===== config.mk =====
export PLATFORM = sky130hd
export DESIGN_NAME = id3v2_frame_deframer_core
export DESIGN_NICKNAME = d
export VERILOG_FILES = /design/src/sv/id3d_pkg.sv /design/src/sv/id3d_parser.sv /design/src/sv/id3d_result_fifo.sv /design/src/sv/id3v2_frame_deframer_core.sv
export VERILOG_INCLUDE_DIRS = /design/src /design/src/sv
export SDC_FILE = /design/constraint.sdc
export NUM_CORES = 2
export LEC_CHECK = 0
export ABC_AREA = 1
export BUFFER_PORTS_ARGS = -buffer_cell sky130_fd_sc_hd__buf_2
export CORE_UTILIZATION = 30
export DETAILED_ROUTE_END_ITERATION = 8
export PLACE_DENSITY = 0.44
export SLEW_MARGIN = 20
export SYNTH_ARGS = -nofsm -noshare
export SYNTH_HDL_FRONTEND = slang
export SYNTH_SLANG_ARGS = --single-unit

===== constraint.sdc =====
create_clock -name clk -period 14.25 [get_ports clk]
set_clock_uncertainty 0.15 [all_clocks]
set_input_delay 2.1375 -clock clk [delete_from_list [all_inputs] [get_ports clk]]
set_output_delay 2.1375 -clock clk [all_outputs]
set_load 0.05 [all_outputs]

===== src/sv/assert_macros.svh =====
// Assertion macros used by the deframer result queue.
`ifndef ASSERT_MACROS_SVH
`define ASSERT_MACROS_SVH
`ifndef NO_ASSERTIONS
// Property that must hold at every sampled edge out of reset.
`define ASSERT_ALWAYS(lbl, clk, rstn, expr) \
    lbl: assert property (@(posedge clk) disable iff (!rstn) (expr)) \
        else $error("assertion failed");
// Consequent that must hold in the same cycle as the antecedent.
`define ASSERT_IMPLY(lbl, clk, rstn, ante, cons) \
    lbl: assert property (@(posedge clk) disable iff (!rstn) (ante) |-> (cons)) \
        else $error("assertion failed");
// Consequent that must hold in the cycle after the antecedent.
`define ASSERT_NEXT(lbl, clk, rstn, ante, cons) \
    lbl: assert property (@(posedge clk) disable iff (!rstn) (ante) |=> (cons)) \
        else $error("assertion failed");
`else
`define ASSERT_ALWAYS(lbl, clk, rstn, expr)
`define ASSERT_IMPLY(lbl, clk, rstn, ante, cons)
`define ASSERT_NEXT(lbl, clk, rstn, ante, cons)
`endif
`endif


===== src/sv/id3d_pkg.sv =====
// Types, codes and the old-ID translation table of the ID3v2 deframer.
package id3d_pkg;

    localparam int ROM_SIZE = 64;

    localparam logic [2:0] KIND_PAYLOAD = 3'd1;
    localparam logic [2:0] KIND_EMPTY   = 3'd2;
    localparam logic [2:0] KIND_FINISH  = 3'd3;
    localparam logic [2:0] KIND_ERROR   = 3'd4;

    localparam logic [3:0] FAULT_NONE      = 4'd0;
    localparam logic [3:0] FAULT_HEADER    = 4'd1;
    localparam logic [3:0] FAULT_SYNCHSAFE = 4'd2;
    localparam logic [3:0] FAULT_FRAME_ID  = 4'd3;
    localparam logic [3:0] FAULT_COMPRESS  = 4'd4;
    localparam logic [3:0] FAULT_SMALL     = 4'd5;
    localparam logic [3:0] FAULT_EXT_SMALL = 4'd6;
    localparam logic [3:0] FAULT_EXT_LARGE = 4'd7;
    localparam logic [3:0] FAULT_OVERRUN   = 4'd8;

    typedef struct packed {
        logic [2:0]  kind;
        logic [31:0] code;
        logic [7:0]  pbyte;
        logic        first;
        logic        last;
        logic [2:0]  major;
        logic [3:0]  fault;
    } result_t;

    localparam logic [31:0] OLD_ID [ROM_SIZE] = '{
        32'h00425546, 32'h00434E54, 32'h00434F4D, 32'h00435241,
        32'h00455443, 32'h0047454F, 32'h0049504C, 32'h004D4349,
        32'h004D4C4C, 32'h00504943, 32'h00504F50, 32'h00524556,
        32'h00534C54, 32'h00535443, 32'h0054414C, 32'h00544250,
        32'h0054434D, 32'h0054434F, 32'h00544350, 32'h00544352,
        32'h00544459, 32'h0054454E, 32'h00544654, 32'h00544B45,
        32'h00544C41, 32'h00544D54, 32'h00544F41, 32'h00544F46,
        32'h00544F4C, 32'h00544F52, 32'h00544F54, 32'h00545031,
        32'h00545032, 32'h00545033, 32'h00545034, 32'h00545041,
        32'h00545042, 32'h00545243, 32'h00545244, 32'h0054524B,
        32'h00545332, 32'h00545341, 32'h00545343, 32'h00545350,
        32'h00545353, 32'h00545354, 32'h00545431, 32'h00545432,
        32'h00545433, 32'h00545854, 32'h00545858, 32'h00545945,
        32'h00554649, 32'h00554C54, 32'h00574146, 32'h00574152,
        32'h00574153, 32'h0057434D, 32'h00574350, 32'h00575042,
        32'h00575858, 32'h49504C53, 32'h544F5259, 32'h54594552
    };

    localparam logic [31:0] NEW_ID [ROM_SIZE] = '{
        32'h52425546, 32'h50434E54, 32'h434F4D4D, 32'h41454E43,
        32'h4554434F, 32'h47454F42, 32'h5449504C, 32'h4D434449,
        32'h4D4C4C54, 32'h41504943, 32'h504F504D, 32'h52565242,
        32'h53594C54, 32'h53595443, 32'h54414C42, 32'h5442504D,
        32'h54434F4D, 32'h54434F4E, 32'h54434D50, 32'h54434F50,
        32'h54444C59, 32'h54454E43, 32'h54464C54, 32'h544B4559,
        32'h544C414E, 32'h544D4544, 32'h544F414C, 32'h544F464E,
        32'h544F4C59, 32'h54444F52, 32'h544F414C, 32'h54504531,
        32'h54504532, 32'h54504533, 32'h54504534, 32'h54504F53,
        32'h54505542, 32'h54535243, 32'h54445243, 32'h5452434B,
        32'h54534F32, 32'h54534F41, 32'h54534F43, 32'h54534F50,
        32'h54535345, 32'h54534F54, 32'h54495431, 32'h54495432,
        32'h54495433, 32'h544F4C59, 32'h54585858, 32'h54445243,
        32'h55464944, 32'h55534C54, 32'h574F4146, 32'h574F4152,
        32'h574F4153, 32'h57434F4D, 32'h57434F50, 32'h57505542,
        32'h57585858, 32'h5449504C, 32'h54444F52, 32'h54445243
    };

    // First matching entry wins; unmatched IDs pass through.
    function automatic logic [31:0] map_id(input logic [31:0] id, input int entries);
        logic [31:0] res;
        logic        hit;
        res = id;
        hit = 1'b0;
        for (int i = 0; i < ROM_SIZE; i++) begin
            if (!hit && i < entries && OLD_ID[i] == id) begin
                res = NEW_ID[i];
                hit = 1'b1;
            end
        end
        return res;
    endfunction

    function automatic logic char_ok(input logic [7:0] c);
        return (c >= 8'h41 && c <= 8'h5A) || (c >= 8'h30 && c <= 8'h39);
    endfunction

endpackage


===== src/sv/id3d_parser.sv =====
// Byte-at-a-time tag parser: state registers and the per-beat step logic.
module id3d_parser #(
    parameter int MAP_ENTRIES = 64
) (
    input  logic                clk,
    input  logic                rst_n,
    input  logic                beat,
    input  logic [7:0]          in_byte,
    input  logic                in_start,
    output logic [1:0]          push_cnt,
    output id3d_pkg::result_t   res0,
    output id3d_pkg::result_t   res1
);

    typedef enum logic [2:0] {
        PH_IDLE, PH_HDR, PH_EXTLEN, PH_EXTSKIP, PH_FHDR, PH_FSKIP, PH_PAYLOAD, PH_DONE
    } phase_t;

    phase_t      phase_reg, phase_next;
    logic [3:0]  fc_reg, fc_next;
    logic [27:0] tag_rem_reg, tag_rem_next;
    logic [27:0] tag_size_reg, tag_size_next;
    logic [2:0]  ver_reg, ver_next;
    logic [7:0]  tflags_reg, tflags_next;
    logic [31:0] code_reg, code_next;
    logic [31:0] frem_reg, frem_next;
    logic [15:0] fflags_reg, fflags_next;
    logic [31:0] skip_reg, skip_next;
    logic        tprev_reg, tprev_next;
    logic        fprev_reg, fprev_next;
    logic        held_vld_reg, held_vld_next;
    logic [7:0]  held_dat_reg, held_dat_next;
    logic        started_reg, started_next;
    logic        finp_reg, finp_next;

    id3d_pkg::result_t r0, r1;
    logic [1:0]        n;

    function automatic id3d_pkg::result_t mk(input logic [2:0] kind, input logic [31:0] code,
                                             input logic [7:0] pb, input logic first,
                                             input logic last, input logic [2:0] major,
                                             input logic [3:0] fault);
        id3d_pkg::result_t r;
        r.kind  = kind;
        r.code  = code;
        r.pbyte = pb;
        r.first = first;
        r.last  = last;
        r.major = major;
        r.fault = fault;
        return r;
    endfunction

    always_comb
    begin
        id3d_pkg::result_t nr;
        logic        have;
        logic        halted;
        logic [31:0] size;
        logic [15:0] f;
        logic [2:0]  need;
        logic [31:0] len;
        logic        idok;
        logic [3:0]  hs;
        logic [3:0]  ids;

        phase_next    = phase_reg;
        fc_next       = fc_reg;
        tag_rem_next  = tag_rem_reg;
        tag_size_next = tag_size_reg;
        ver_next      = ver_reg;
        tflags_next   = tflags_reg;
        code_next     = code_reg;
        frem_next     = frem_reg;
        fflags_next   = fflags_reg;
        skip_next     = skip_reg;
        tprev_next    = tprev_reg;
        fprev_next    = fprev_reg;
        held_vld_next = held_vld_reg;
        held_dat_next = held_dat_reg;
        started_next  = started_reg;
        finp_next     = finp_reg;
        r0 = '0;
        r1 = '0;
        n  = 2'd0;
        nr = '0;
        have = 1'b0;
        halted = 1'b0;
        size = '0;
        f = '0;
        need = '0;
        len = '0;
        idok = 1'b0;
        hs = 4'd10;
        ids = 4'd4;

        if (beat)
        begin
            // Pending finish from the previous beat goes out first.
            if (finp_reg)
            begin
                finp_next = 1'b0;
                r0 = mk(id3d_pkg::KIND_FINISH, '0, '0, 1'b0, 1'b0, ver_reg, id3d_pkg::FAULT_NONE);
                n  = 2'd1;
            end
            if (in_start)
            begin
                phase_next = PH_HDR;
                fc_next = '0; ver_next = '0; tflags_next = '0; tprev_next = 1'b0;
                fprev_next = 1'b0; tag_rem_next = '0; tag_size_next = '0; code_next = '0;
                frem_next = '0; skip_next = '0; fflags_next = '0; held_vld_next = 1'b0;
                held_dat_next = '0; started_next = 1'b0;
            end

            if (phase_next == PH_HDR)
            begin
                if ((fc_next == 4'd0 && in_byte != 8'h49) || (fc_next == 4'd1 && in_byte != 8'h44)
                    || (fc_next == 4'd2 && in_byte != 8'h33)
                    || (fc_next == 4'd3 && in_byte > 8'd4))
                begin
                    phase_next = PH_DONE;
                    nr = mk(id3d_pkg::KIND_ERROR, '0, '0, 1'b0, 1'b0, ver_next,
                            id3d_pkg::FAULT_HEADER);
                    have = 1'b1;
                end
                else if (fc_next >= 4'd6 && in_byte[7])
                begin
                    phase_next = PH_DONE;
                    nr = mk(id3d_pkg::KIND_ERROR, '0, '0, 1'b0, 1'b0, ver_next,
                            id3d_pkg::FAULT_SYNCHSAFE);
                    have = 1'b1;
                end
                else
                begin
                    if (fc_next == 4'd3)
                        ver_next = in_byte[2:0];
                    else if (fc_next == 4'd5)
                        tflags_next = in_byte;
                    else if (fc_next >= 4'd6)
                        tag_rem_next = {tag_rem_next[20:0], in_byte[6:0]};
                    fc_next = fc_next + 4'd1;
                    if (fc_next == 4'd10)
                    begin
                        tag_size_next = tag_rem_next;
                        tprev_next = 1'b0;
                        fc_next = '0;
                        skip_next = '0;
                        phase_next = tflags_next[6] ? PH_EXTLEN : PH_FHDR;
                        if (tag_rem_next == '0)
                        begin
                            if (phase_next == PH_FHDR)
                                nr = mk(id3d_pkg::KIND_FINISH, '0, '0, 1'b0, 1'b0, ver_next,
                                        id3d_pkg::FAULT_NONE);
                            else
                                nr = mk(id3d_pkg::KIND_ERROR, '0, '0, 1'b0, 1'b0, ver_next,
                                        id3d_pkg::FAULT_OVERRUN);
                            phase_next = PH_DONE;
                            if (n == 2'd2 && nr.kind == id3d_pkg::KIND_FINISH)
                                finp_next = 1'b1;
                            else
                                have = 1'b1;
                        end
                    end
                end
                if (have && n < 2'd2)
                begin
                    if (n == 2'd0) r0 = nr; else r1 = nr;
                    n = n + 2'd1;
                end
            end
            else if (phase_next != PH_IDLE && phase_next != PH_DONE && tag_rem_next != '0)
            begin
                tag_rem_next = tag_rem_next - 28'd1;
                if (ver_next <= 3'd3 && tflags_next[7] && tprev_next && in_byte == 8'h00)
                    tprev_next = 1'b0;
                else
                begin
                    tprev_next = (in_byte == 8'hFF);
                    unique case (phase_next)
                        PH_EXTLEN:
                        begin
                            skip_next = {skip_next[23:0], in_byte};
                            fc_next = fc_next + 4'd1;
                            if (fc_next >= 4'd4)
                            begin
                                len = skip_next;
                                if (ver_next == 3'd4)
                                begin
                                    if (len < 32'd6)
                                    begin
                                        phase_next = PH_DONE;
                                        halted = 1'b1;
                                        nr = mk(id3d_pkg::KIND_ERROR, '0, '0, 1'b0, 1'b0,
                                                ver_next, id3d_pkg::FAULT_EXT_SMALL);
                                        have = 1'b1;
                                    end
                                    len = len - 32'd4;
                                end
                                if (!halted)
                                begin
                                    if (len > {4'd0, tag_size_next})
                                    begin
                                        phase_next = PH_DONE;
                                        nr = mk(id3d_pkg::KIND_ERROR, '0, '0, 1'b0, 1'b0,
                                                ver_next, id3d_pkg::FAULT_EXT_LARGE);
                                        have = 1'b1;
                                    end
                                    else
                                    begin
                                        skip_next = len;
                                        fc_next = '0;
                                        phase_next = (len != '0) ? PH_EXTSKIP : PH_FHDR;
                                    end
                                end
                            end
                        end
                        PH_EXTSKIP:
                        begin
                            skip_next = skip_next - 32'd1;
                            if (skip_next == '0)
                            begin
                                phase_next = PH_FHDR;
                                fc_next = '0;
                            end
                        end
                        PH_FSKIP:
                        begin
                            skip_next = skip_next - 32'd1;
                            if (skip_next == '0)
                            begin
                                if (frem_next == '0)
                                begin
                                    phase_next = PH_FHDR;
                                    fc_next = '0;
                                    nr = mk(id3d_pkg::KIND_EMPTY, code_next, '0, 1'b0, 1'b0,
                                            ver_next, id3d_pkg::FAULT_NONE);
                                    have = 1'b1;
                                end
                                else
                                begin
                                    phase_next = PH_PAYLOAD;
                                    fprev_next = 1'b0;
                                    held_vld_next = 1'b0;
                                    held_dat_next = '0;
                                    started_next = 1'b0;
                                end
                            end
                        end
                        PH_PAYLOAD:
                        begin
                            frem_next = frem_next - 32'd1;
                            if ((fflags_next[1] || (ver_next == 3'd4 && tflags_next[7]))
                                && fprev_next && in_byte == 8'h00)
                                fprev_next = 1'b0;
                            else
                            begin
                                fprev_next = (in_byte == 8'hFF);
                                if (held_vld_next && n < 2'd2)
                                begin
                                    nr = mk(id3d_pkg::KIND_PAYLOAD, code_next, held_dat_next,
                                            !started_next, 1'b0, ver_next,
                                            id3d_pkg::FAULT_NONE);
                                    if (n == 2'd0) r0 = nr; else r1 = nr;
                                    n = n + 2'd1;
                                end
                                if (held_vld_next)
                                    started_next = 1'b1;
                                held_vld_next = 1'b1;
                                held_dat_next = in_byte;
                            end
                            if (frem_next == '0)
                            begin
                                if (held_vld_next)
                                begin
                                    nr = mk(id3d_pkg::KIND_PAYLOAD, code_next, held_dat_next,
                                            !started_next, 1'b1, ver_next,
                                            id3d_pkg::FAULT_NONE);
                                    have = 1'b1;
                                    started_next = 1'b1;
                                    held_vld_next = 1'b0;
                                    held_dat_next = '0;
                                end
                                phase_next = PH_FHDR;
                                fc_next = '0;
                            end
                        end
                        PH_FHDR:
                        begin
                            hs  = (ver_next >= 3'd3) ? 4'd10 : 4'd6;
                            ids = (ver_next >= 3'd3) ? 4'd4 : 4'd3;
                            if (fc_next == 4'd0)
                            begin
                                code_next = '0;
                                frem_next = '0;
                                fflags_next = '0;
                            end
                            if (fc_next < ids)
                                code_next = {code_next[23:0], in_byte};
                            else if (fc_next < {ids[2:0], 1'b0})
                                frem_next = {frem_next[23:0], in_byte};
                            else
                                fflags_next = {fflags_next[7:0], in_byte};
                            fc_next = fc_next + 4'd1;
                            if (fc_next >= hs)
                            begin
                                fc_next = '0;
                                size = frem_next;
                                f = fflags_next;
                                if (ver_next == 3'd4)
                                begin
                                    if ((size & 32'h80808080) != '0)
                                    begin
                                        phase_next = PH_DONE;
                                        halted = 1'b1;
                                        nr = mk(id3d_pkg::KIND_ERROR, '0, '0, 1'b0, 1'b0,
                                                ver_next, id3d_pkg::FAULT_SYNCHSAFE);
                                        have = 1'b1;
                                    end
                                    size = {4'd0, size[30:24], size[22:16], size[14:8], size[6:0]};
                                end
                                else if (ver_next == 3'd3)
                                    f = ((f & 16'he000) >> 1) | ((f & 16'h00c0) >> 4)
                                        | ((f & 16'h0020) << 1);
                                else
                                    f = '0;
                                if (!halted)
                                begin
                                    fflags_next = f;
                                    idok = id3d_pkg::char_ok(code_next[7:0])
                                        && id3d_pkg::char_ok(code_next[15:8])
                                        && id3d_pkg::char_ok(code_next[23:16])
                                        && (ver_next <= 3'd2
                                            || id3d_pkg::char_ok(code_next[31:24]));
                                    need = (f[0] ? 3'd4 : 3'd0) + (f[6] ? 3'd1 : 3'd0);
                                    if (code_next == '0)
                                    begin
                                        phase_next = PH_DONE;
                                        nr = mk(id3d_pkg::KIND_FINISH, '0, '0, 1'b0, 1'b0,
                                                ver_next, id3d_pkg::FAULT_NONE);
                                        if (n == 2'd2)
                                            finp_next = 1'b1;
                                        else
                                            have = 1'b1;
                                    end
                                    else if (!idok)
                                    begin
                                        phase_next = PH_DONE;
                                        nr = mk(id3d_pkg::KIND_ERROR, '0, '0, 1'b0, 1'b0,
                                                ver_next, id3d_pkg::FAULT_FRAME_ID);
                                        have = 1'b1;
                                    end
                                    else
                                    begin
                                        if (ver_next < 3'd4)
                                            code_next = id3d_pkg::map_id(code_next, MAP_ENTRIES);
                                        if ((f & 16'h000c) != '0)
                                        begin
                                            phase_next = PH_DONE;
                                            nr = mk(id3d_pkg::KIND_ERROR, '0, '0, 1'b0, 1'b0,
                                                    ver_next, id3d_pkg::FAULT_COMPRESS);
                                            have = 1'b1;
                                        end
                                        else if (size < {29'd0, need})
                                        begin
                                            phase_next = PH_DONE;
                                            nr = mk(id3d_pkg::KIND_ERROR, '0, '0, 1'b0, 1'b0,
                                                    ver_next, id3d_pkg::FAULT_SMALL);
                                            have = 1'b1;
                                        end
                                        else
                                        begin
                                            frem_next = size - {29'd0, need};
                                            skip_next = {29'd0, need};
                                            if (need != '0)
                                                phase_next = PH_FSKIP;
                                            else if (frem_next == '0)
                                            begin
                                                phase_next = PH_FHDR;
                                                nr = mk(id3d_pkg::KIND_EMPTY, code_next, '0,
                                                        1'b0, 1'b0, ver_next,
                                                        id3d_pkg::FAULT_NONE);
                                                have = 1'b1;
                                            end
                                            else
                                            begin
                                                phase_next = PH_PAYLOAD;
                                                fprev_next = 1'b0;
                                                held_vld_next = 1'b0;
                                                held_dat_next = '0;
                                                started_next = 1'b0;
                                            end
                                        end
                                    end
                                end
                            end
                        end
                        default:
                        begin
                        end
                    endcase
                    if (have && n < 2'd2)
                    begin
                        if (n == 2'd0) r0 = nr; else r1 = nr;
                        n = n + 2'd1;
                    end
                end
                // End of tag: clean between frames, otherwise an overrun.
                if (phase_next != PH_DONE && tag_rem_next == '0)
                begin
                    if (phase_next == PH_FHDR)
                    begin
                        nr = mk(id3d_pkg::KIND_FINISH, '0, '0, 1'b0, 1'b0, ver_next,
                                id3d_pkg::FAULT_NONE);
                        if (n == 2'd2)
                            finp_next = 1'b1;
                    end
                    else
                        nr = mk(id3d_pkg::KIND_ERROR, '0, '0, 1'b0, 1'b0, ver_next,
                                id3d_pkg::FAULT_OVERRUN);
                    phase_next = PH_DONE;
                    if (n < 2'd2)
                    begin
                        if (n == 2'd0) r0 = nr; else r1 = nr;
                        n = n + 2'd1;
                    end
                end
            end
        end
    end

    always_ff @(posedge clk or negedge rst_n)
    begin
        if (!rst_n)
        begin
            phase_reg    <= PH_IDLE;
            fc_reg       <= '0;
            tag_rem_reg  <= '0;
            tag_size_reg <= '0;
            ver_reg      <= '0;
            tflags_reg   <= '0;
            code_reg     <= '0;
            frem_reg     <= '0;
            fflags_reg   <= '0;
            skip_reg     <= '0;
            tprev_reg    <= 1'b0;
            fprev_reg    <= 1'b0;
            held_vld_reg <= 1'b0;
            held_dat_reg <= '0;
            started_reg  <= 1'b0;
            finp_reg     <= 1'b0;
        end
        else
        begin
            phase_reg    <= phase_next;
            fc_reg       <= fc_next;
            tag_rem_reg  <= tag_rem_next;
            tag_size_reg <= tag_size_next;
            ver_reg      <= ver_next;
            tflags_reg   <= tflags_next;
            code_reg     <= code_next;
            frem_reg     <= frem_next;
            fflags_reg   <= fflags_next;
            skip_reg     <= skip_next;
            tprev_reg    <= tprev_next;
            fprev_reg    <= fprev_next;
            held_vld_reg <= held_vld_next;
            held_dat_reg <= held_dat_next;
            started_reg  <= started_next;
            finp_reg     <= finp_next;
        end
    end

    assign push_cnt = n;
    assign res0 = r0;
    assign res1 = r1;

endmodule


===== src/sv/id3d_result_fifo.sv =====
// Four-entry result queue: takes up to two results a cycle, hands out one while out_ready is high.
`include "assert_macros.svh"
module id3d_result_fifo (
    input  logic              clk,
    input  logic              rst_n,
    input  logic [1:0]        push_cnt,
    input  id3d_pkg::result_t res0,
    input  id3d_pkg::result_t res1,
    output logic              room,
    output logic              out_valid,
    input  logic              out_ready,
    output id3d_pkg::result_t out_res
);

    id3d_pkg::result_t mem [4];
    logic [1:0] wr_reg, wr_next;
    logic [1:0] rd_reg, rd_next;
    logic [2:0] cnt_reg, cnt_next;
    logic       pop;

    assign pop       = out_valid && out_ready;
    assign wr_next   = wr_reg + push_cnt;
    assign rd_next   = rd_reg + {1'b0, pop};
    assign cnt_next  = cnt_reg + {1'b0, push_cnt} - {2'b00, pop};
    assign room      = (cnt_reg <= 3'd2);
    assign out_valid = (cnt_reg != 3'd0);
    assign out_res   = mem[rd_reg];

    always_ff @(posedge clk)
    begin
        if (push_cnt != 2'd0)
            mem[wr_reg] <= res0;
        if (push_cnt == 2'd2)
            mem[wr_reg + 2'd1] <= res1;
    end

    always_ff @(posedge clk or negedge rst_n)
    begin
        if (!rst_n)
        begin
            wr_reg  <= '0;
            rd_reg  <= '0;
            cnt_reg <= '0;
        end
        else
        begin
            wr_reg  <= wr_next;
            rd_reg  <= rd_next;
            cnt_reg <= cnt_next;
        end
    end

    `ASSERT_ALWAYS(a_cnt_range, clk, rst_n, cnt_reg <= 3'd4)
    `ASSERT_IMPLY(a_no_overflow, clk, rst_n, push_cnt != 2'd0, ({1'b0, cnt_reg} + {2'b00, push_cnt}) <= 4'd4)
    `ASSERT_IMPLY(a_one_push_max_when_nearly_full, clk, rst_n, cnt_reg == 3'd3, push_cnt != 2'd2)
    `ASSERT_NEXT(a_ptr_gap, clk, rst_n, 1'b1, (wr_reg - rd_reg) == cnt_reg[1:0])

endmodule


===== src/sv/id3v2_frame_deframer_core.sv =====
// Top level of the ID3v2 tag deframer: stream ports, parser and result queue.
//
// Feed the raw bytes of an ID3v2 tag one beat at a time, setting tuser on the
// first byte of the 10-byte tag header; that beat restarts parsing from scratch.
// The core checks the "ID3" mark, a major version of 4 or less and the
// synchsafe size, removes unsynchronization (whole tag for versions up to 3,
// per frame payload for version 4), skips the extended header, parses 6- or
// 10-byte frame headers, maps old three-letter and version 3 IDs to version 4
// IDs, drops data-length and group bytes and then hands out payload bytes
// tagged with their frame ID. Each output beat carries one result: a payload
// byte, an empty frame, tag finished or an error code; after a finish or an
// error, bytes are ignored until the next start beat. Bytes before any start
// are ignored. Timing: each input byte is processed in the cycle it is
// accepted, so the core takes one byte per clock, but stalls while the queue
// has fewer than two free slots. A byte yields zero, one or two results;
// these go through a four-entry queue that drains one result per clock while
// tready is high. Each payload byte is held until the next, and the held byte
// goes out with tlast as the frame ends, so that tlast is exact; a tag finish
// that collides with two other results is sent with the following byte.
module id3v2_frame_deframer_core #(
    parameter int MAP_ENTRIES = 64
) (
    input  logic        clk,
    input  logic        rst_n,
    input  logic        s_axis_tvalid,
    output logic        s_axis_tready,
    input  logic [7:0]  s_axis_tdata,   // tag_byte
    input  logic [0:0]  s_axis_tuser,   // tag_start
    output logic        m_axis_tvalid,
    input  logic        m_axis_tready,
    output logic [47:0] m_axis_tdata,   // frame_code, payload_byte, frame_first, tag_major,
                                        // fault_code
    output logic [2:0]  m_axis_tuser,   // item_kind
    output logic        m_axis_tlast    // frame_last
);

    logic              beat;
    logic [1:0]        push_cnt;
    logic              room;
    id3d_pkg::result_t res0, res1, head;

    // Accept a byte only when the queue can absorb two results.
    assign s_axis_tready = room;
    assign beat = s_axis_tvalid && room;

    id3d_parser #(
        .MAP_ENTRIES (MAP_ENTRIES)
    ) u_parser (
        .clk      (clk),
        .rst_n    (rst_n),
        .beat     (beat),
        .in_byte  (s_axis_tdata),
        .in_start (s_axis_tuser[0]),
        .push_cnt (push_cnt),
        .res0     (res0),
        .res1     (res1)
    );

    id3d_result_fifo u_fifo (
        .clk       (clk),
        .rst_n     (rst_n),
        .push_cnt  (push_cnt),
        .res0      (res0),
        .res1      (res1),
        .room      (room),
        .out_valid (m_axis_tvalid),
        .out_ready (m_axis_tready),
        .out_res   (head)
    );

    // Pack the result fields from the lowest bit up.
    assign m_axis_tdata = {head.fault, head.major, head.first, head.pbyte, head.code};
    assign m_axis_tuser = head.kind;
    assign m_axis_tlast = head.last;

endmodule

======== Word level (Yosys, flattened, before mapping) ========
Memories as Yosys holds them, arrays and structs flattened.
Cells that the tools add are included.
word-level totals
  flip-flop bits (word level) ............. 206
  RAM bits ................................ 208
  input port bits ......................... 13
  output and inout bits ................... 54
  word-level logic and storage cells ...... 1532
  memories kept ........................... 1
memories
  name        depth  width  rd ports  clocked after Yosys merged registers in  wr ports  RTL line                text
  u_fifo.mem  4      52     1         0                                        2         id3d_result_fifo.sv:15  id3d_pkg::result_t mem [4];
operators by class
  add/subtract/negate cells ............... 15
  magnitude comparators ................... 33
  equality and inequality tests ........... 89
  mux-type cells .......................... 1184
  bitwise logic cells ..................... 2
  reductions and logical operators ........ 189
operator list
  operator                                              number
  two-way mux 32 bit                                    132
  two-way mux 52 bit                                    60
  == test 23 x 32 -> 1 bit (first input constant)       61
  two-way mux 1 bit                                     828
  two-way mux 28 bit                                    19
  two-way mux 16 bit                                    24
  two-way mux 8 bit                                     29
  one-hot mux 52 bit (4 select lines)                   1
  logical NOT 32 bit                                    5
  two-way mux 3 bit                                     40
  two-way mux 51 bit                                    2
  two-way mux 50 bit                                    2
  == test 31 x 32 -> 1 bit (first input constant)       3
  one-hot mux 32 bit (3 select lines)                   1
  logical AND 1 bit                                     94
  two-way mux 4 bit                                     17
  logical NOT 1 bit                                     65
  one-hot mux 32 bit (2 select lines)                   1
  nonzero test 32 bit                                   2
  subtractor 32 x 1 -> 32 bit (second input constant)   2
  logical NOT 28 bit                                    2
  two-way mux 2 bit                                     21
  >= comparator 8 x 6 -> 1 bit (second input constant)  4
  >= comparator 8 x 7 -> 1 bit (second input constant)  4
  51 further kinds                                      93

======== Depth between registers and ports, before layout ========
  depth after elaboration ................. 857
  depth in mapped cells ................... 57
  depth with buffers taken out ............ 53

======== Modules after synthesis ========
A second synthesis with hierarchy kept.
unflattened totals
  cells, all modules ...................... 5969
  area, all modules ....................... 38040.2 um^2
by module, submodules not included
  module                     instances  cells each  area each (um^2)
  id3d_parser                1          4839        27432.6
  id3d_result_fifo           1          1128        10600.2
  id3v2_frame_deframer_core  1          2           7.5

======== Worst setup path before layout ========
No wires, ideal clock.
  kind .................................... input-to-reg
  start ................................... input port s_axis_tuser
  end ..................................... memory u_fifo.mem[0][0] (netlist bit) (enable)
  data arrival time ....................... 12.452 ns
  required time ........................... 13.566 ns
  slack ................................... 1.115 ns
  cell stages on the path ................. 44
  path buffers ............................ 7
  cells stage by stage .................... buf_6 > inv_4 > clkbuf_1 > clkbuf_1 > buf_1 > buf_1 > clkbuf_1 > buf_1 > nand4_1 > o21a_1 > o21ai_0 > ha_1 > ha_1 > o21ai_1 > nor2_1 > inv_1 > nor2_2 > inv_2 > [... 8 more ...] > nand2_1 > or4_1 > nor3_1 > nand2_1 > nor2_2 > o21ai_1 > nand3_2 > nand2_4 > xor2_1 > a21oi_1 > inv_1 > ha_1 > o211ai_1 > o211a_4 > inv_1 > nand2_1 > inv_1 > o21ai_0
RTL lines
  what         RTL line                         text
  from (decl)  id3v2_frame_deframer_core.sv:28  input logic [0:0] s_axis_tuser,
  to (decl)    id3d_result_fifo.sv:15

==> run summary <==
The run finished with clean final reports. The largest net degree at the start of global routing is 93. The number of global-route vias before repair came to 37980. The average wire per cell in the routed design is 22.84 microns. For this run, design rule violations remaining after detail routing come to 0. The dominant delay contributor by cell family on the critical path is simple AND/OR/NAND/NOR gates.

The DRC marker count from the first detailed-route iteration is ~4300. The number of fillers in the final layout is around 14000. The fraction of layout instances using a drive strength above 1 is 0.05805. The register with the most flip-flops in the layout has 208 of them. Data arrives at the worst endpoint at 11830 ps. For the pin with the worst max-slew slack, the measured transition is 1094 ps. The maximum buffer depth of the clock tree came out at 3. The congestion estimate from routability-driven global placement came to around 1.0. The CTS buffer count came out at 54.

The basic-gate share of the synthesized area counting and, or, nand and nor cells came out at 0.2781. The leakage power total is about 16 nW. The pre-CTS worst setup slack came out at 1901 ps. In the final design database the tool counted around 5700 nets. The overflow left after global routing came out at 0. Dividing the final minimum period by the clock period gives 0.8179. Setup repair after global routing left no endpoint under its margin. The signed area change from the synthesized netlist to the final layout came out at 9.229%.

The critical path is of the in2reg type. The cell that appears most often on the critical path is sky130_fd_sc_hd__nand2_1. Counting every net in the synthesized netlist gives 5775.

The die height is roughly 350 microns. The power density over the cells came out at 211.6 nW/um^2. The clock slew seen by the registers of the worst setup and hold paths came out at about 60 ps.

The overall die area came out at roughly 130000 sq um. Among all flip-flop cells after synthesis, the most frequent one is sky130_fd_sc_hd__edfxtp_1. TritonCTS built the clock tree. Clock tree synthesis found a total of roughly 400 sinks. The main combinational cell family by area after synthesis is simple AND/OR/NAND/NOR gates. The initial utilization of the core area, before any placement, comes to 0.3035. The peak clock frequency supported by timing came out at 85.80 MHz. The required time at the worst-slack endpoint came out at ~14000 ps. Once the clock tree was built, the setup fixing pass inserted 0 buffers. The worst path meets setup with ~2600 ps of slack.

The final cell count without fillers came out at around 7200. The clock latency on the worst-skew pair came out at slightly below 700 ps. In this run, post-CTS repair resized a total of 0 instances. STA classifies the critical path startpoint as an input pin.

The number of maximum-capacitance violations is 0. The synthesis warning total is 0. The detailed-routing iteration count for the pre-antenna-repair pass is 8.

The placed cell area is slightly below 40000 sq um. The register cell area after layout came out at between 10000 and 15000 sq um. The distinct cell type count after synthesis came out at 79.

The vias per cell came out at roughly 5.6. The max-slew violation count is 0. The post-synthesis share of cell area spent on full adders, half adders and majority gates came out at 0.02278.

The wire length of the first global-routing pass came out at 248900 microns. STA classifies the critical path endpoint as a flop. The clock period minus worst slack came out at 11660 ps. The count of state elements after synthesis is 399.

The post-synthesis xor/xnor area fraction came out at 0.03255. Once detailed placement completed, the half-perimeter wirelength came to about 120000 microns. The share of async-settable or async-resettable flops after synthesis came out at 0.4787. The worst hold path belongs to the class reg2reg. The number of placed instances, taps included is about 7100. More flip-flops sit in one register than any other, and that register is u_fifo.mem. The cell type of the slowest stage on the worst timing path is sky130_fd_sc_hd__o21ai_4. The fraction of synthesized area in multiplexers came out at 0.0008087. The post-synth design cell area came out at about 37000 sq um. In this run the horizontal extent of the chip is between 300 and 400 microns. The total wire length after detailed routing is 165400 microns. The count of flip-flops with a built-in enable after synthesis came out at between 200 and 250. In this run the tightest slew margin relative to its limit is 0.2644. 67 I/O pins were placed.

Across every metal layer, demand over resource in global routing totals 0.2561. The final count of negative-setup-slack endpoints came out at 0. The CTS H-tree depth came out at 2. The highest net fanout along the worst path came out at 47. Hold repair after CTS inserted 0 buffers. The number of I/O port buffers is 66. Counting both buffers and inverters, the worst setup path holds a total of 10.

The maximum cell stage delay along the critical path is approximately 820 ps. Detailed routing inserted a total of approximately 41000 vias. The gate count after technology mapping came out at between 5000 and 6000. The clock tree root buffer cell is sky130_fd_sc_hd__clkbuf_16.

The peak ir drop on the vdd network is ~0.17 mV. The number of endpoints with negative hold slack in the final report is 0. The average instance in the mapped netlist occupies 6.521 sq um. Of the synthesized area, sequential elements account for 0.2969.

The fraction of the mapped netlist area in compound gates came out at 0.2581. The initial antenna violation count came out at 4. The detail route stage leaves a number of antenna-violating nets equal to 0. Summing all non-filler instances in the final layout gives an area of 40560 sq um. The area of the core came out at 122400 sq um. Setup total negative slack on the finished layout was measured at 0 ps. In the final layout, the multi-input gates occupy around 22000 sq um. The worst reg-to-reg setup slack came out at between 4000 and 5000 ps. The initialized floorplan defines about 130 standard-cell rows.
[per-layer routing]
metal | vias up | track usage | part of all wire | wire length, microns
met2 | 1477 | 0.3903 | 0.43 | 71630
met3 | 227 | 0.03134 | 0.065 | 10810
li1 | 19319 | - | - | -
met5 | - | 0 | 0.000079 | 13
met1 | 19622 | 0.3779 | 0.48 | 78770
met4 | 2 | 0.06658 | 0.026 | 4224
[kinds of logic after synthesis]
family,Yosys count
simple gates,2413
compound gates,1627
flops,399
buf+inv,1048
mux,3
xor+xnor,138
fa+ha+maj,67
[path summary, 6_finish.rpt]
| path | start | to | cells after the start |
|---|---|---|---|
| max | s_axis_tuser | u_fifo.mem[1][12] | 47 |
| min | u_parser.tag_size_reg[19] | u_parser.tag_size_reg[19] | 2 |
| max reg2reg | u_parser.ver_reg[0] | u_fifo.mem[1][12] | 44 |
| min reg2reg | u_parser.tag_size_reg[19] | u_parser.tag_size_reg[19] | 2 |
| max in group asynchronous | rst_n | u_parser.held_vld_reg | 3 |
| min in group asynchronous | rst_n | u_parser.skip_reg[30] | 1 |
[stage by stage]
stage               hold slack, ps  power (mW)  utilization
floorplan                    299.4       5.445            -
global placement             311.5       7.190       0.3177
global route                 352.5       9.207       0.3315
finish                       325.7       8.583       0.3315
CTS                          332.2       8.541       0.3314
detailed placement           319.3       7.169       0.3177
[worst register-to-register path, delay by kind of cell (launching register included)]
family,cells,cell delay (ps)
XOR/XNOR,2,410
AND/OR/NAND/NOR,22,3840
AO/OA/AOI/OAI,9,2330
buffers and inverters,8,1440
flip-flops,1,590
adder cells (fa/ha/maj),3,760
[power breakdown]
part	switching [mW]	internal, mW	total (mW)
Clock	0.598	0.733	1.33
Sequential	0.159	1.53	1.69
Combinational	4.18	1.38	5.56
Total	4.93	3.65	8.58
[cell type report]
cell class                 count  area share
tap                         1625     0.05013
clock buffer                  66     0.03517
multi-input combinational   4248      0.5458
antenna                        2   0.0001234
inverter                     727     0.06789
timing repair buffer         144     0.02289
sequential                   399      0.2719
clock inverter                32    0.006077
[layout by cell type, fill, tap and decap left out, types with 10 or more instances in the layout]
cell type	synthesis	layout
sky130_fd_sc_hd__nand2_1	1033	1032
sky130_fd_sc_hd__nor2_1	733	724
sky130_fd_sc_hd__o21ai_0	697	692
sky130_fd_sc_hd__inv_1	690	686
sky130_fd_sc_hd__a21oi_1	303	303
sky130_fd_sc_hd__nand3_1	251	251
sky130_fd_sc_hd__edfxtp_1	208	208
sky130_fd_sc_hd__o211ai_1	191	191
sky130_fd_sc_hd__dfrtp_1	191	189
sky130_fd_sc_hd__nor3_1	168	167
sky130_fd_sc_hd__xor2_1	127	127
sky130_fd_sc_hd__nand4_1	113	113
sky130_fd_sc_hd__o21ai_1	112	112
sky130_fd_sc_hd__o22ai_1	79	79
sky130_fd_sc_hd__buf_4	3	79
sky130_fd_sc_hd__ha_1	66	66
sky130_fd_sc_hd__buf_2	51	64
sky130_fd_sc_hd__clkbuf_16	0	54
sky130_fd_sc_hd__nor4_1	53	49
sky130_fd_sc_hd__o221ai_1	47	47
sky130_fd_sc_hd__clkinv_1	16	24
sky130_fd_sc_hd__a31oi_1	23	23
sky130_fd_sc_hd__o211a_1	23	23
sky130_fd_sc_hd__a22oi_1	20	20
sky130_fd_sc_hd__inv_2	14	18
sky130_fd_sc_hd__a22o_1	17	17
sky130_fd_sc_hd__nor2_2	10	14
sky130_fd_sc_hd__clkinv_2	0	14
sky130_fd_sc_hd__o31ai_1	13	13
sky130_fd_sc_hd__o2111ai_1	13	13
sky130_fd_sc_hd__o21a_1	12	12
sky130_fd_sc_hd__xnor2_1	11	11
sky130_fd_sc_hd__a221oi_1	11	11
sky130_fd_sc_hd__a211oi_1	10	10
[cells in the mapped netlist (13+ instances only)]
library cell	number	area, sq um
sky130_fd_sc_hd__o21ai_0	697	3488
sky130_fd_sc_hd__clkinv_1	16	60.06
sky130_fd_sc_hd__inv_1	690	2590
sky130_fd_sc_hd__o31ai_1	13	97.59
sky130_fd_sc_hd__nand2_1	1033	3877
sky130_fd_sc_hd__a31oi_1	23	143.9
sky130_fd_sc_hd__nor4_1	53	331.6
sky130_fd_sc_hd__dfrtp_1	191	4780
sky130_fd_sc_hd__buf_2	51	255.2
sky130_fd_sc_hd__o2111ai_1	13	113.9
sky130_fd_sc_hd__nor2_1	733	2751
sky130_fd_sc_hd__a21oi_1	303	1516
sky130_fd_sc_hd__o22ai_1	79	494.2
sky130_fd_sc_hd__inv_2	14	52.55
sky130_fd_sc_hd__nand3_1	251	1256
sky130_fd_sc_hd__nand4_1	113	706.9
sky130_fd_sc_hd__o221ai_1	47	411.6
sky130_fd_sc_hd__buf_1	23	86.33
sky130_fd_sc_hd__edfxtp_1	208	6246
sky130_fd_sc_hd__ha_1	66	825.8
sky130_fd_sc_hd__nor3_1	168	840.8
sky130_fd_sc_hd__o211ai_1	191	1434
sky130_fd_sc_hd__o211a_1	23	230.2
sky130_fd_sc_hd__o21ai_1	112	560.5
sky130_fd_sc_hd__a22o_1	17	148.9
sky130_fd_sc_hd__clkbuf_1	233	874.6
sky130_fd_sc_hd__xor2_1	127	1112
sky130_fd_sc_hd__a22oi_1	20	150.1
(Power assumes the default switching activity.)
